$ cat src/rtl/core/indexed_shift_array_assert.svh
// Assertion macros shared by the indexed shift array RTL.
// Needs no package; each macro takes a label, clock, active-low reset, antecedent, consequent.
`ifndef INDEXED_SHIFT_ARRAY_ASSERT_SVH
`define INDEXED_SHIFT_ARRAY_ASSERT_SVH

// same-cycle implication
`define ISA_ASSERT_HOLDS(lbl, ck, rn, ante, cons) \
	lbl: assert property (@(posedge ck) disable iff (!rn) (ante) |-> (cons)) \
		else $error("indexed_shift_array: assertion failed");

// next-cycle implication
`define ISA_ASSERT_NEXT(lbl, ck, rn, ante, cons) \
	lbl: assert property (@(posedge ck) disable iff (!rn) (ante) |=> (cons)) \
		else $error("indexed_shift_array: assertion failed");

`endif

$ cat src/rtl/core/isa_pkg.sv
// Package for the indexed shift array: payload structs, codes, controller types.
// No dependencies.
`default_nettype none

package isa_pkg;

	localparam int DEPTH_DEF      = 64;
	localparam int ITEM_WIDTH_DEF = 32;

	localparam int CMD_W   = 3;
	localparam int IDX_W   = 7;
	localparam int ITEM_W  = 32;
	localparam int STAT_W  = 3;
	localparam int COUNT_W = 7;

	localparam logic [CMD_W-1:0] CMD_PUSH   = 3'd0;
	localparam logic [CMD_W-1:0] CMD_POP    = 3'd1;
	localparam logic [CMD_W-1:0] CMD_GET    = 3'd2;
	localparam logic [CMD_W-1:0] CMD_SET    = 3'd3;
	localparam logic [CMD_W-1:0] CMD_INSERT = 3'd4;
	localparam logic [CMD_W-1:0] CMD_REMOVE = 3'd5;

	localparam logic [STAT_W-1:0] STAT_OK    = 3'd0;
	localparam logic [STAT_W-1:0] STAT_RANGE = 3'd1;
	localparam logic [STAT_W-1:0] STAT_EMPTY = 3'd2;
	localparam logic [STAT_W-1:0] STAT_FULL  = 3'd3;
	localparam logic [STAT_W-1:0] STAT_NULL  = 3'd4;

	// write port source
	localparam logic [1:0] WR_IN    = 2'd0;
	localparam logic [1:0] WR_SHIFT = 2'd1;
	localparam logic [1:0] WR_ITEM  = 2'd2;

	typedef struct packed {
		logic [CMD_W-1:0]  command;
		logic [IDX_W-1:0]  index;
		logic [ITEM_W-1:0] item;
	} isa_req_t;

	typedef struct packed {
		logic [ITEM_W-1:0]  value;
		logic [STAT_W-1:0]  status;
		logic [COUNT_W-1:0] count;
	} isa_rsp_t;

	typedef enum logic [1:0] {
		S_IDLE,
		S_RDRESP,
		S_SHIFT,
		S_INSWR
	} isa_state_t;

	typedef struct packed {
		logic       take;
		logic       rd_en;
		logic       rd_next;
		logic       wr_en;
		logic [1:0] wr_sel;
		logic       cnt_inc;
		logic       cnt_dec;
		logic       rsp_load;
		logic       rsp_rd;
		logic       rsp_chk;
	} isa_ctl_t;

	typedef struct packed {
		logic [CMD_W-1:0]  cmd;
		logic [STAT_W-1:0] chk;
		logic              no_move;
		logic              last;
		logic              up;
		logic              out_free;
	} isa_sts_t;

endpackage

`default_nettype wire

$ cat src/rtl/core/indexed_shift_array.sv
// Push, set, refused, unused: result loaded at the transfer; pop, get: loaded in S_RDRESP.
// Insert at i < n: S_SHIFT then S_INSWR; at i == n: direct write; remove below n-1: S_SHIFT.
// One command at a time: taken only when idle with the result register empty or transferring.
// Reset clears the count and result valid; storage is left uninitialised.
// Top level: controller plus datapath. Depends on isa_pkg, isa_ctrl, isa_dp.
`default_nettype none

module indexed_shift_array #(
	parameter int DEPTH      = isa_pkg::DEPTH_DEF,
	parameter int ITEM_WIDTH = isa_pkg::ITEM_WIDTH_DEF
) (
	input  wire logic              clk,
	input  wire logic              arst_n,
	input  wire logic              req_valid,
	output logic                   req_stall,
	input  wire isa_pkg::isa_req_t req_data,
	output logic                   rsp_valid,
	input  wire logic              rsp_stall,
	output isa_pkg::isa_rsp_t      rsp_data
);

	isa_pkg::isa_ctl_t ctl;
	isa_pkg::isa_sts_t sts;

	isa_ctrl u_ctrl (
		.clk      (clk),
		.arst_n   (arst_n),
		.req_valid(req_valid),
		.sts      (sts),
		.req_stall(req_stall),
		.ctl      (ctl)
	);

	isa_dp #(
		.DEPTH     (DEPTH),
		.ITEM_WIDTH(ITEM_WIDTH)
	) u_dp (
		.clk      (clk),
		.arst_n   (arst_n),
		.req      (req_data),
		.ctl      (ctl),
		.sts      (sts),
		.rsp_valid(rsp_valid),
		.rsp_stall(rsp_stall),
		.rsp      (rsp_data)
	);

endmodule

`default_nettype wire

$ cat src/rtl/core/isa_ram.sv
// Generic single-write, single-read RAM with registered read data.
// No dependencies.
`default_nettype none

module isa_ram #(
	parameter int WIDTH = 32,
	parameter int DEPTH = 64
) (
	input  wire logic                     clk,
	input  wire logic                     wr_en,
	input  wire logic [$clog2(DEPTH)-1:0] wr_addr,
	input  wire logic [WIDTH-1:0]         wr_data,
	input  wire logic                     rd_en,
	input  wire logic [$clog2(DEPTH)-1:0] rd_addr,
	output logic      [WIDTH-1:0]         rd_data
);

	logic [WIDTH-1:0] mem_q [DEPTH];

	always_ff @(posedge clk) begin
		if (wr_en) begin
			mem_q[wr_addr] <= wr_data;
		end
		if (rd_en) begin
			rd_data <= mem_q[rd_addr];
		end
	end

endmodule

`default_nettype wire

$ cat src/rtl/core/isa_ctrl.sv
// Controller FSM for the indexed shift array: sequences reads, shifts and results.
// Depends on isa_pkg and indexed_shift_array_assert.svh.
`default_nettype none
`include "indexed_shift_array_assert.svh"

module isa_ctrl (
	input  wire logic             clk,
	input  wire logic             arst_n,
	input  wire logic             req_valid,
	input  wire isa_pkg::isa_sts_t sts,
	output logic                  req_stall,
	output isa_pkg::isa_ctl_t     ctl
);

	isa_pkg::isa_state_t state_q, state_d;
	logic accept;

	assign req_stall = !((state_q == isa_pkg::S_IDLE) && sts.out_free);
	assign accept    = req_valid && !req_stall;

	always_ff @(posedge clk or negedge arst_n) begin
		if (!arst_n) begin
			state_q <= isa_pkg::S_IDLE;
		end else begin
			state_q <= state_d;
		end
	end

	always_comb begin
		state_d = state_q;
		unique case (state_q)
			isa_pkg::S_IDLE: begin
				if (accept && sts.chk == isa_pkg::STAT_OK) begin
					unique case (sts.cmd) inside
						isa_pkg::CMD_POP, isa_pkg::CMD_GET: state_d = isa_pkg::S_RDRESP;
						isa_pkg::CMD_INSERT, isa_pkg::CMD_REMOVE: begin
							if (!sts.no_move) state_d = isa_pkg::S_SHIFT;
						end
						default: state_d = isa_pkg::S_IDLE;
					endcase
				end
			end
			isa_pkg::S_RDRESP: state_d = isa_pkg::S_IDLE;
			isa_pkg::S_SHIFT: begin
				if (sts.last) state_d = sts.up ? isa_pkg::S_INSWR : isa_pkg::S_IDLE;
			end
			isa_pkg::S_INSWR: state_d = isa_pkg::S_IDLE;
			default: state_d = isa_pkg::S_IDLE;
		endcase
	end

	always_comb begin
		ctl = '0;
		ctl.wr_sel = isa_pkg::WR_IN;
		unique case (state_q)
			isa_pkg::S_IDLE: begin
				if (accept) begin
					ctl.take = 1'b1;
					if (sts.chk != isa_pkg::STAT_OK) begin
						ctl.rsp_load = 1'b1;
						ctl.rsp_chk  = 1'b1;
					end else begin
						unique case (sts.cmd) inside
							isa_pkg::CMD_PUSH: begin
								ctl.wr_en    = 1'b1;
								ctl.cnt_inc  = 1'b1;
								ctl.rsp_load = 1'b1;
								ctl.rsp_chk  = 1'b1;
							end
							isa_pkg::CMD_SET: begin
								ctl.wr_en    = 1'b1;
								ctl.rsp_load = 1'b1;
								ctl.rsp_chk  = 1'b1;
							end
							isa_pkg::CMD_POP: begin
								ctl.rd_en   = 1'b1;
								ctl.cnt_dec = 1'b1;
							end
							isa_pkg::CMD_GET: ctl.rd_en = 1'b1;
							isa_pkg::CMD_INSERT: begin
								if (sts.no_move) begin
									ctl.wr_en    = 1'b1;
									ctl.cnt_inc  = 1'b1;
									ctl.rsp_load = 1'b1;
									ctl.rsp_chk  = 1'b1;
								end else begin
									ctl.rd_en = 1'b1;
								end
							end
							isa_pkg::CMD_REMOVE: begin
								if (sts.no_move) begin
									ctl.cnt_dec  = 1'b1;
									ctl.rsp_load = 1'b1;
									ctl.rsp_chk  = 1'b1;
								end else begin
									ctl.rd_en = 1'b1;
								end
							end
							default: begin
								ctl.rsp_load = 1'b1;
								ctl.rsp_chk  = 1'b1;
							end
						endcase
					end
				end
			end
			isa_pkg::S_RDRESP: begin
				ctl.rsp_load = 1'b1;
				ctl.rsp_rd   = 1'b1;
			end
			isa_pkg::S_SHIFT: begin
				ctl.wr_en  = 1'b1;
				ctl.wr_sel = isa_pkg::WR_SHIFT;
				if (!sts.last) begin
					ctl.rd_en   = 1'b1;
					ctl.rd_next = 1'b1;
				end else if (!sts.up) begin
					ctl.cnt_dec  = 1'b1;
					ctl.rsp_load = 1'b1;
				end
			end
			isa_pkg::S_INSWR: begin
				ctl.wr_en    = 1'b1;
				ctl.wr_sel   = isa_pkg::WR_ITEM;
				ctl.cnt_inc  = 1'b1;
				ctl.rsp_load = 1'b1;
			end
			default: ctl = '0;
		endcase
	end

	`ISA_ASSERT_HOLDS(a_busy_out_empty, clk, arst_n, state_q != isa_pkg::S_IDLE, sts.out_free)
	`ISA_ASSERT_NEXT(a_rdresp_single, clk, arst_n, state_q == isa_pkg::S_RDRESP, state_q == isa_pkg::S_IDLE)

endmodule

`default_nettype wire

$ cat src/rtl/core/isa_dp.sv
// Datapath for the indexed shift array: command checks, count, shift pointers, RAM,
// result register. Depends on isa_pkg, isa_ram and indexed_shift_array_assert.svh.
`default_nettype none
`include "indexed_shift_array_assert.svh"

module isa_dp #(
	parameter int DEPTH      = isa_pkg::DEPTH_DEF,
	parameter int ITEM_WIDTH = isa_pkg::ITEM_WIDTH_DEF
) (
	input  wire logic              clk,
	input  wire logic              arst_n,
	input  wire isa_pkg::isa_req_t req,
	input  wire isa_pkg::isa_ctl_t ctl,
	output isa_pkg::isa_sts_t      sts,
	output logic                   rsp_valid,
	input  wire logic              rsp_stall,
	output isa_pkg::isa_rsp_t      rsp
);

	localparam int AW    = $clog2(DEPTH);
	localparam int CNT_W = $clog2(DEPTH + 1);
	localparam int CMP_W = (CNT_W > isa_pkg::IDX_W) ? CNT_W : isa_pkg::IDX_W;

	logic [CNT_W-1:0]      count_q, count_d;
	logic [AW-1:0]         src_q, idx_q, last_addr;
	logic                  up_q, out_valid_q;
	logic [ITEM_WIDTH-1:0] item_q, item_m, rd_data, wr_data;
	logic [AW-1:0]         rd_addr, wr_addr, in_rd_addr, in_wr_addr;
	logic [CMP_W-1:0]      idx_e, n_e, in_rd_full, in_wr_full;
	logic [isa_pkg::STAT_W-1:0] chk;
	logic                  no_move;
	isa_pkg::isa_rsp_t     out_q;

	assign item_m = ITEM_WIDTH'(req.item);
	assign idx_e  = CMP_W'(req.index);
	assign n_e    = CMP_W'(count_q);

	always_comb begin
		chk = isa_pkg::STAT_OK;
		case (req.command)
			isa_pkg::CMD_PUSH: begin
				if (item_m == '0) chk = isa_pkg::STAT_NULL;
				else if (count_q == CNT_W'(DEPTH)) chk = isa_pkg::STAT_FULL;
			end
			isa_pkg::CMD_POP: begin
				if (count_q == '0) chk = isa_pkg::STAT_EMPTY;
			end
			isa_pkg::CMD_GET, isa_pkg::CMD_REMOVE: begin
				if (idx_e >= n_e) chk = isa_pkg::STAT_RANGE;
			end
			isa_pkg::CMD_SET: begin
				if (item_m == '0) chk = isa_pkg::STAT_NULL;
				else if (idx_e >= n_e) chk = isa_pkg::STAT_RANGE;
			end
			isa_pkg::CMD_INSERT: begin
				if (item_m == '0) chk = isa_pkg::STAT_NULL;
				else if (idx_e > n_e) chk = isa_pkg::STAT_RANGE;
				else if (count_q == CNT_W'(DEPTH)) chk = isa_pkg::STAT_FULL;
			end
			default: chk = isa_pkg::STAT_OK;
		endcase
	end

	always_comb begin
		case (req.command)
			isa_pkg::CMD_POP, isa_pkg::CMD_INSERT: in_rd_full = n_e - CMP_W'(1);
			isa_pkg::CMD_REMOVE: in_rd_full = idx_e + CMP_W'(1);
			default: in_rd_full = idx_e;
		endcase
	end

	assign in_wr_full = (req.command == isa_pkg::CMD_PUSH) ? n_e : idx_e;
	assign in_rd_addr = in_rd_full[AW-1:0];
	assign in_wr_addr = in_wr_full[AW-1:0];
	assign no_move    = (req.command == isa_pkg::CMD_INSERT) ? (idx_e == n_e)
	                                                        : (idx_e + CMP_W'(1) == n_e);

	assign last_addr = AW'(count_q - CNT_W'(1));

	always_comb begin
		if (ctl.rd_next) begin
			rd_addr = up_q ? (src_q - AW'(1)) : (src_q + AW'(1));
		end else begin
			rd_addr = in_rd_addr;
		end
	end

	always_comb begin
		case (ctl.wr_sel)
			isa_pkg::WR_SHIFT: begin
				wr_addr = up_q ? (src_q + AW'(1)) : (src_q - AW'(1));
				wr_data = rd_data;
			end
			isa_pkg::WR_ITEM: begin
				wr_addr = idx_q;
				wr_data = item_q;
			end
			default: begin
				wr_addr = in_wr_addr;
				wr_data = item_m;
			end
		endcase
	end

	isa_ram #(
		.WIDTH(ITEM_WIDTH),
		.DEPTH(DEPTH)
	) u_ram (
		.clk    (clk),
		.wr_en  (ctl.wr_en),
		.wr_addr(wr_addr),
		.wr_data(wr_data),
		.rd_en  (ctl.rd_en),
		.rd_addr(rd_addr),
		.rd_data(rd_data)
	);

	always_comb begin
		if (ctl.cnt_inc) count_d = count_q + CNT_W'(1);
		else if (ctl.cnt_dec) count_d = count_q - CNT_W'(1);
		else count_d = count_q;
	end

	always_ff @(posedge clk or negedge arst_n) begin
		if (!arst_n) begin
			count_q     <= '0;
			out_valid_q <= 1'b0;
			up_q        <= 1'b0;
		end else begin
			count_q <= count_d;
			if (ctl.rsp_load) out_valid_q <= 1'b1;
			else if (!rsp_stall) out_valid_q <= 1'b0;
			if (ctl.take) up_q <= (req.command == isa_pkg::CMD_INSERT);
		end
	end

	always_ff @(posedge clk) begin
		if (ctl.take) begin
			idx_q  <= idx_e[AW-1:0];
			item_q <= item_m;
		end
		if (ctl.rd_en) src_q <= rd_addr;
		if (ctl.rsp_load) begin
			out_q.value  <= ctl.rsp_rd ? isa_pkg::ITEM_W'(rd_data) : '0;
			out_q.status <= ctl.rsp_chk ? chk : isa_pkg::STAT_OK;
			out_q.count  <= isa_pkg::COUNT_W'(count_d);
		end
	end

	assign sts.cmd      = req.command;
	assign sts.chk      = chk;
	assign sts.no_move  = no_move;
	assign sts.last     = up_q ? (src_q == idx_q) : (src_q == last_addr);
	assign sts.up       = up_q;
	assign sts.out_free = !out_valid_q || !rsp_stall;

	assign rsp_valid = out_valid_q;
	assign rsp       = out_q;

	`ISA_ASSERT_HOLDS(a_rsp_no_overwrite, clk, arst_n, ctl.rsp_load, !out_valid_q || !rsp_stall)
	`ISA_ASSERT_HOLDS(a_count_bound, clk, arst_n, 1'b1, count_q <= CNT_W'(DEPTH))
	`ISA_ASSERT_HOLDS(a_port_clash, clk, arst_n, ctl.wr_en && ctl.rd_en, wr_addr != rd_addr)

endmodule

`default_nettype wire

$ cat config.mk
export PLATFORM = sky130hd
export DESIGN_NAME = indexed_shift_array
export DESIGN_NICKNAME = d
export VERILOG_FILES = /design/src/rtl/core/isa_pkg.sv /design/src/rtl/core/indexed_shift_array.sv /design/src/rtl/core/isa_ram.sv /design/src/rtl/core/isa_ctrl.sv /design/src/rtl/core/isa_dp.sv
export VERILOG_INCLUDE_DIRS = /design/src /design/src/rtl/core
export SDC_FILE = /design/constraint.sdc
export NUM_CORES = 2
export LEC_CHECK = 0
export BUFFER_PORTS_ARGS = -buffer_cell sky130_fd_sc_hd__clkbuf_2
export CAP_MARGIN = 5
export CORE_MARGIN = 2
export CORE_UTILIZATION = 39
export CTS_BUF_LIST = sky130_fd_sc_hd__clkbuf_4
export CTS_CLUSTER_SIZE = 24
export DETAILED_ROUTE_END_ITERATION = 16
export PLACE_DENSITY = 0.65
export SYNTH_ARGS = -nofsm -noshare
export SYNTH_HDL_FRONTEND = slang
export SYNTH_HIERARCHICAL = 1
export SYNTH_SLANG_ARGS = --single-unit
$ cat constraint.sdc
create_clock -name clk -period 5.4 [get_ports clk]
set_input_delay 0.54 -clock clk [delete_from_list [all_inputs] [get_ports clk]]
set_output_delay 0.54 -clock clk [all_outputs]
set_load 0.05 [all_outputs]
==> run_results.csv <==
group,metric,value,unit
timing,period_minus_slack,5.16,ns
power_and_ir_drop,power.total,0.0537,W
finish,mostFrequentLayoutCell,"edfxtp_1",
min_path,hold_path.class,"input port to register",
synthesis,ys_ff_latch,2177,
worst_setup_path,timing.critical_path.to_type,"register",
finish,post_route_cells_drive_above_1_share,0.381,
placed_design,post-dp-hpwl,136,mm
synthesis,synth_fp_nets,3967,
worst_setup_path,critical_path_required,6.50,ns
die,placeable_area,0.217,sq mm
outcome,status,"complete, no violations",
placed_design,finalWeightedCongestion,0.847,
clock_tree,tritoncts,"done",
route,drc,0,
clock_tree,htree_levels,6,
synthesis,synthCells,3902,
route,first_iter_violations,6072,
placed_design,port_buffers,89,
clock_tree,cts_made_buffers,565,
clock_tree,worst_setup_hold_path_clk_slew,0.07,ns
power_and_ir_drop,peakVddDrop,0.295,mV
finish,num-nets-final,4791,
finish,final_core_util,0.462,
worst_setup_path,worstSetupPathType,"register to register",
synthesis,syn-cell-area,0.0847,sq mm
timing,max_clock_freq,194,MHz
timing,fin_crit_sh,0.956,
timing,hold_viol,0,
timing,timing_max_transition_violations_final,0,
route,wl_per_cell,29.0,um
synthesis,number_of_different_library_cells_in_the_post_synthesis_netlist,69,
power_and_ir_drop,leakage,32.3,nW
route,drt_pass1_iterations,5,
route,ant_nets,0,
synthesis,number_of_enable_flip_flop_cells_after_synthesis,2166,
flow_run,cap_viol_max_count,0,
timing,report.final.setup_viol,0,
die,design.die.area,0.221,sq mm
route,num_vias,45255,
power_and_ir_drop,power.density_cell_area,537,mW/mm^2
route,top_layer,"met4",
route,routed_via_density,5.73,
global_routing,via_count_of_the_first_global_routing_pass,46257,
timing,worst_slew_pin_slew,1.09,ns
route,met3WireLength,23.0,mm
finish,area_delta_synth_final,18.1,%
global_routing,largest_net_degree_at_the_start_of_global_routing,65,
worst_setup_path,timing.critical_path.arrival,6.26,ns
global_routing,grt_antenna_before_repair,18,
worst_setup_path,crit_path_max_fanout,34,
clock_tree,numClockSinks,2177,
route,total_wire_length_after_detailed_routing,229,mm
synthesis,ys_warn_count,6,
die,die-width,470,um
clock_tree,cts_max_path_buffers,4,
finish,most-common-layout-cells,"2166 x edfxtp_1, 788 x clkbuf_4, 544 x mux4_2",
synthesis,post_syn_area_per_cell,21.7,sq um
clock_tree,clock_tree.root_cell,"clkbuf_4",
clock_tree,insertion_delay,1.36,ns
die,pin_count,90,
die,rows,171,
route,wl_met2,112,mm
die,start_util,0.391,
synthesis,async_flop_share,0.00505,
worst_setup_path,worstSetupStartpointType,"register",
synthesis,yosys_most_used_dff,"edfxtp_1",
global_routing,gr-usage-all-layers,0.205,
global_routing,grt_remaining_overflow,0,
die,die_h,470,um
timing,worst_skew,0.0957,ns
route,m1WireLength,87.8,mm
synthesis,synth_seq_area_share,0.771,
global_routing,global_route_wire_length_before_repair,326,mm
timing,timing.slew.headroom,0.270,
-- cells in the mapped netlist, types with 19 or more instances --
cell / count / area, sq um
inv_1: 23 / 86.3
mux4_2: 544 / 12300
a22oi_1: 44 / 330
o21ai_0: 46 / 230
ha_1: 19 / 238
nor2_1: 162 / 608
xnor2_1: 24 / 210
a21oi_1: 82 / 410
nor2b_1: 19 / 119
clkbuf_1: 111 / 417
edfxtp_1: 2166 / 65000
nand3_1: 23 / 115
mux2i_1: 101 / 1010
o221ai_1: 28 / 245
nand2_1: 85 / 319
and2_1: 36 / 225
buf_2: 64 / 320
buf_4: 29 / 218
o22ai_1: 89 / 557
-- layer usage --
metal	up-vias	track usage
met1	23768	0.275
li1	18431	-
met5	-	0
met2	2649	0.332
met4	0	0.0670
met3	407	0.0467
-- layout make-up --
cell class | count | area, sq um
fillers | 17910 | 117000
flip-flops and latches | 2177 | 65300
multi-input cells | 1474 | 19200
clock buffers | 788 | 5920
repair buffers | 484 | 5250
well taps | 2854 | 3570
clock inverters | 91 | 647
inverters | 24 | 90.1
diodes | 10 | 25.0
-- critical path: stages (launching register included) --
cell and delay [ns]:
dfrtp_1 0.37, inv_1 0.08, ha_1 0.24, nor3b_4 0.17, xnor2_1 0.35, mux2i_1 0.17, xnor2_1 0.16, nor4_2 0.37
nor2b_1 0.15, inv_2 0.21, buf_4 0.17, mux2i_4 0.31, buf_12 0.24, buf_4 0.50, mux4_2 0.40, mux4_2 0.52
o22ai_4 0.37, nor2_1 0.10
-- state kept, by name, indices dropped and copies added (netlist names) --
name                cells
u_ctrl/state_q          2
u_dp/count_q            7
u_dp/idx_q              6
u_dp/item_q            32
u_dp/rsp               42
u_dp/rsp_valid          1
u_dp/src_q              6
u_dp/u_ram/mem_q     2048
u_dp/u_ram/rd_data     32
u_dp/up_q               1
-- final timing paths --
path / startpoint / to / depth (start not counted) / slack [ns]
worst max-delay path: u_dp/count_q[0]$_DFF_PN0_ / u_dp/u_ram/rd_data[5]$_DFFE_PP_ / 17 / 0.24
worst min-delay path: req_data[23] / u_dp/item_q[23]$_DFFE_PP_ / 2 / 0.15
worst max register to register: u_dp/count_q[0]$_DFF_PN0_ / u_dp/u_ram/rd_data[5]$_DFFE_PP_ / 17 / 0.24
worst min register to register: u_dp/rsp_valid$_DFFE_PN0P_ / u_dp/rsp_valid$_DFFE_PN0P_ / 2 / 0.59
max in group asynchronous: arst_n / u_ctrl/state_q[1]$_DFFE_PN0P_ / 3 / 4.67
min in group asynchronous: arst_n / u_dp/count_q[1]$_DFF_PN0_ / 3 / 0.31
-- kinds of logic after synthesis --
family	Yosys count	synth area share
compound gates	352	0.0269
simple gates	425	0.0248
mux	645	0.157
flops	2177	0.771
buf+inv	251	0.0140
fa+ha+maj	19	0.00281
xor+xnor	33	0.00341
-- per-stage QoR --
stage	hold WS (ns)	worst slack, ns	TNS (ns)	cells	area [sq um]
after CTS	0.0259	-0.00834	-0.00834	7884	99700
final	0.152	0.239	0	7902	100000
after global placement	0.453	-0.372	-0.433	6933	92400
after global routing	0.0723	-0.00353	-0.00353	7900	100000
after floorplan	0.244	0.545	0	3902	84700
after detailed placement	0.452	-0.498	-1.04	6933	92400
-- power by group --
part,internal [W],total [W],switching [W]
Combinational,0.00705,0.0185,0.0115
Sequential,0.0213,0.0217,0.000426
Clock,0.00716,0.0135,0.00631
-- timing repair --
action / in CTS / in global routing
hold buffers: 72 / 0
buffers inserted: 0 / 3
gates cloned: 0 / 5
hold endpoints to repair: 736 / 0
pin swaps: 0 / 1
resized for setup: 8 / 13
setup endpoints to repair: 7 / 32
No activity file was read; power rests on OpenSTA's default activity.
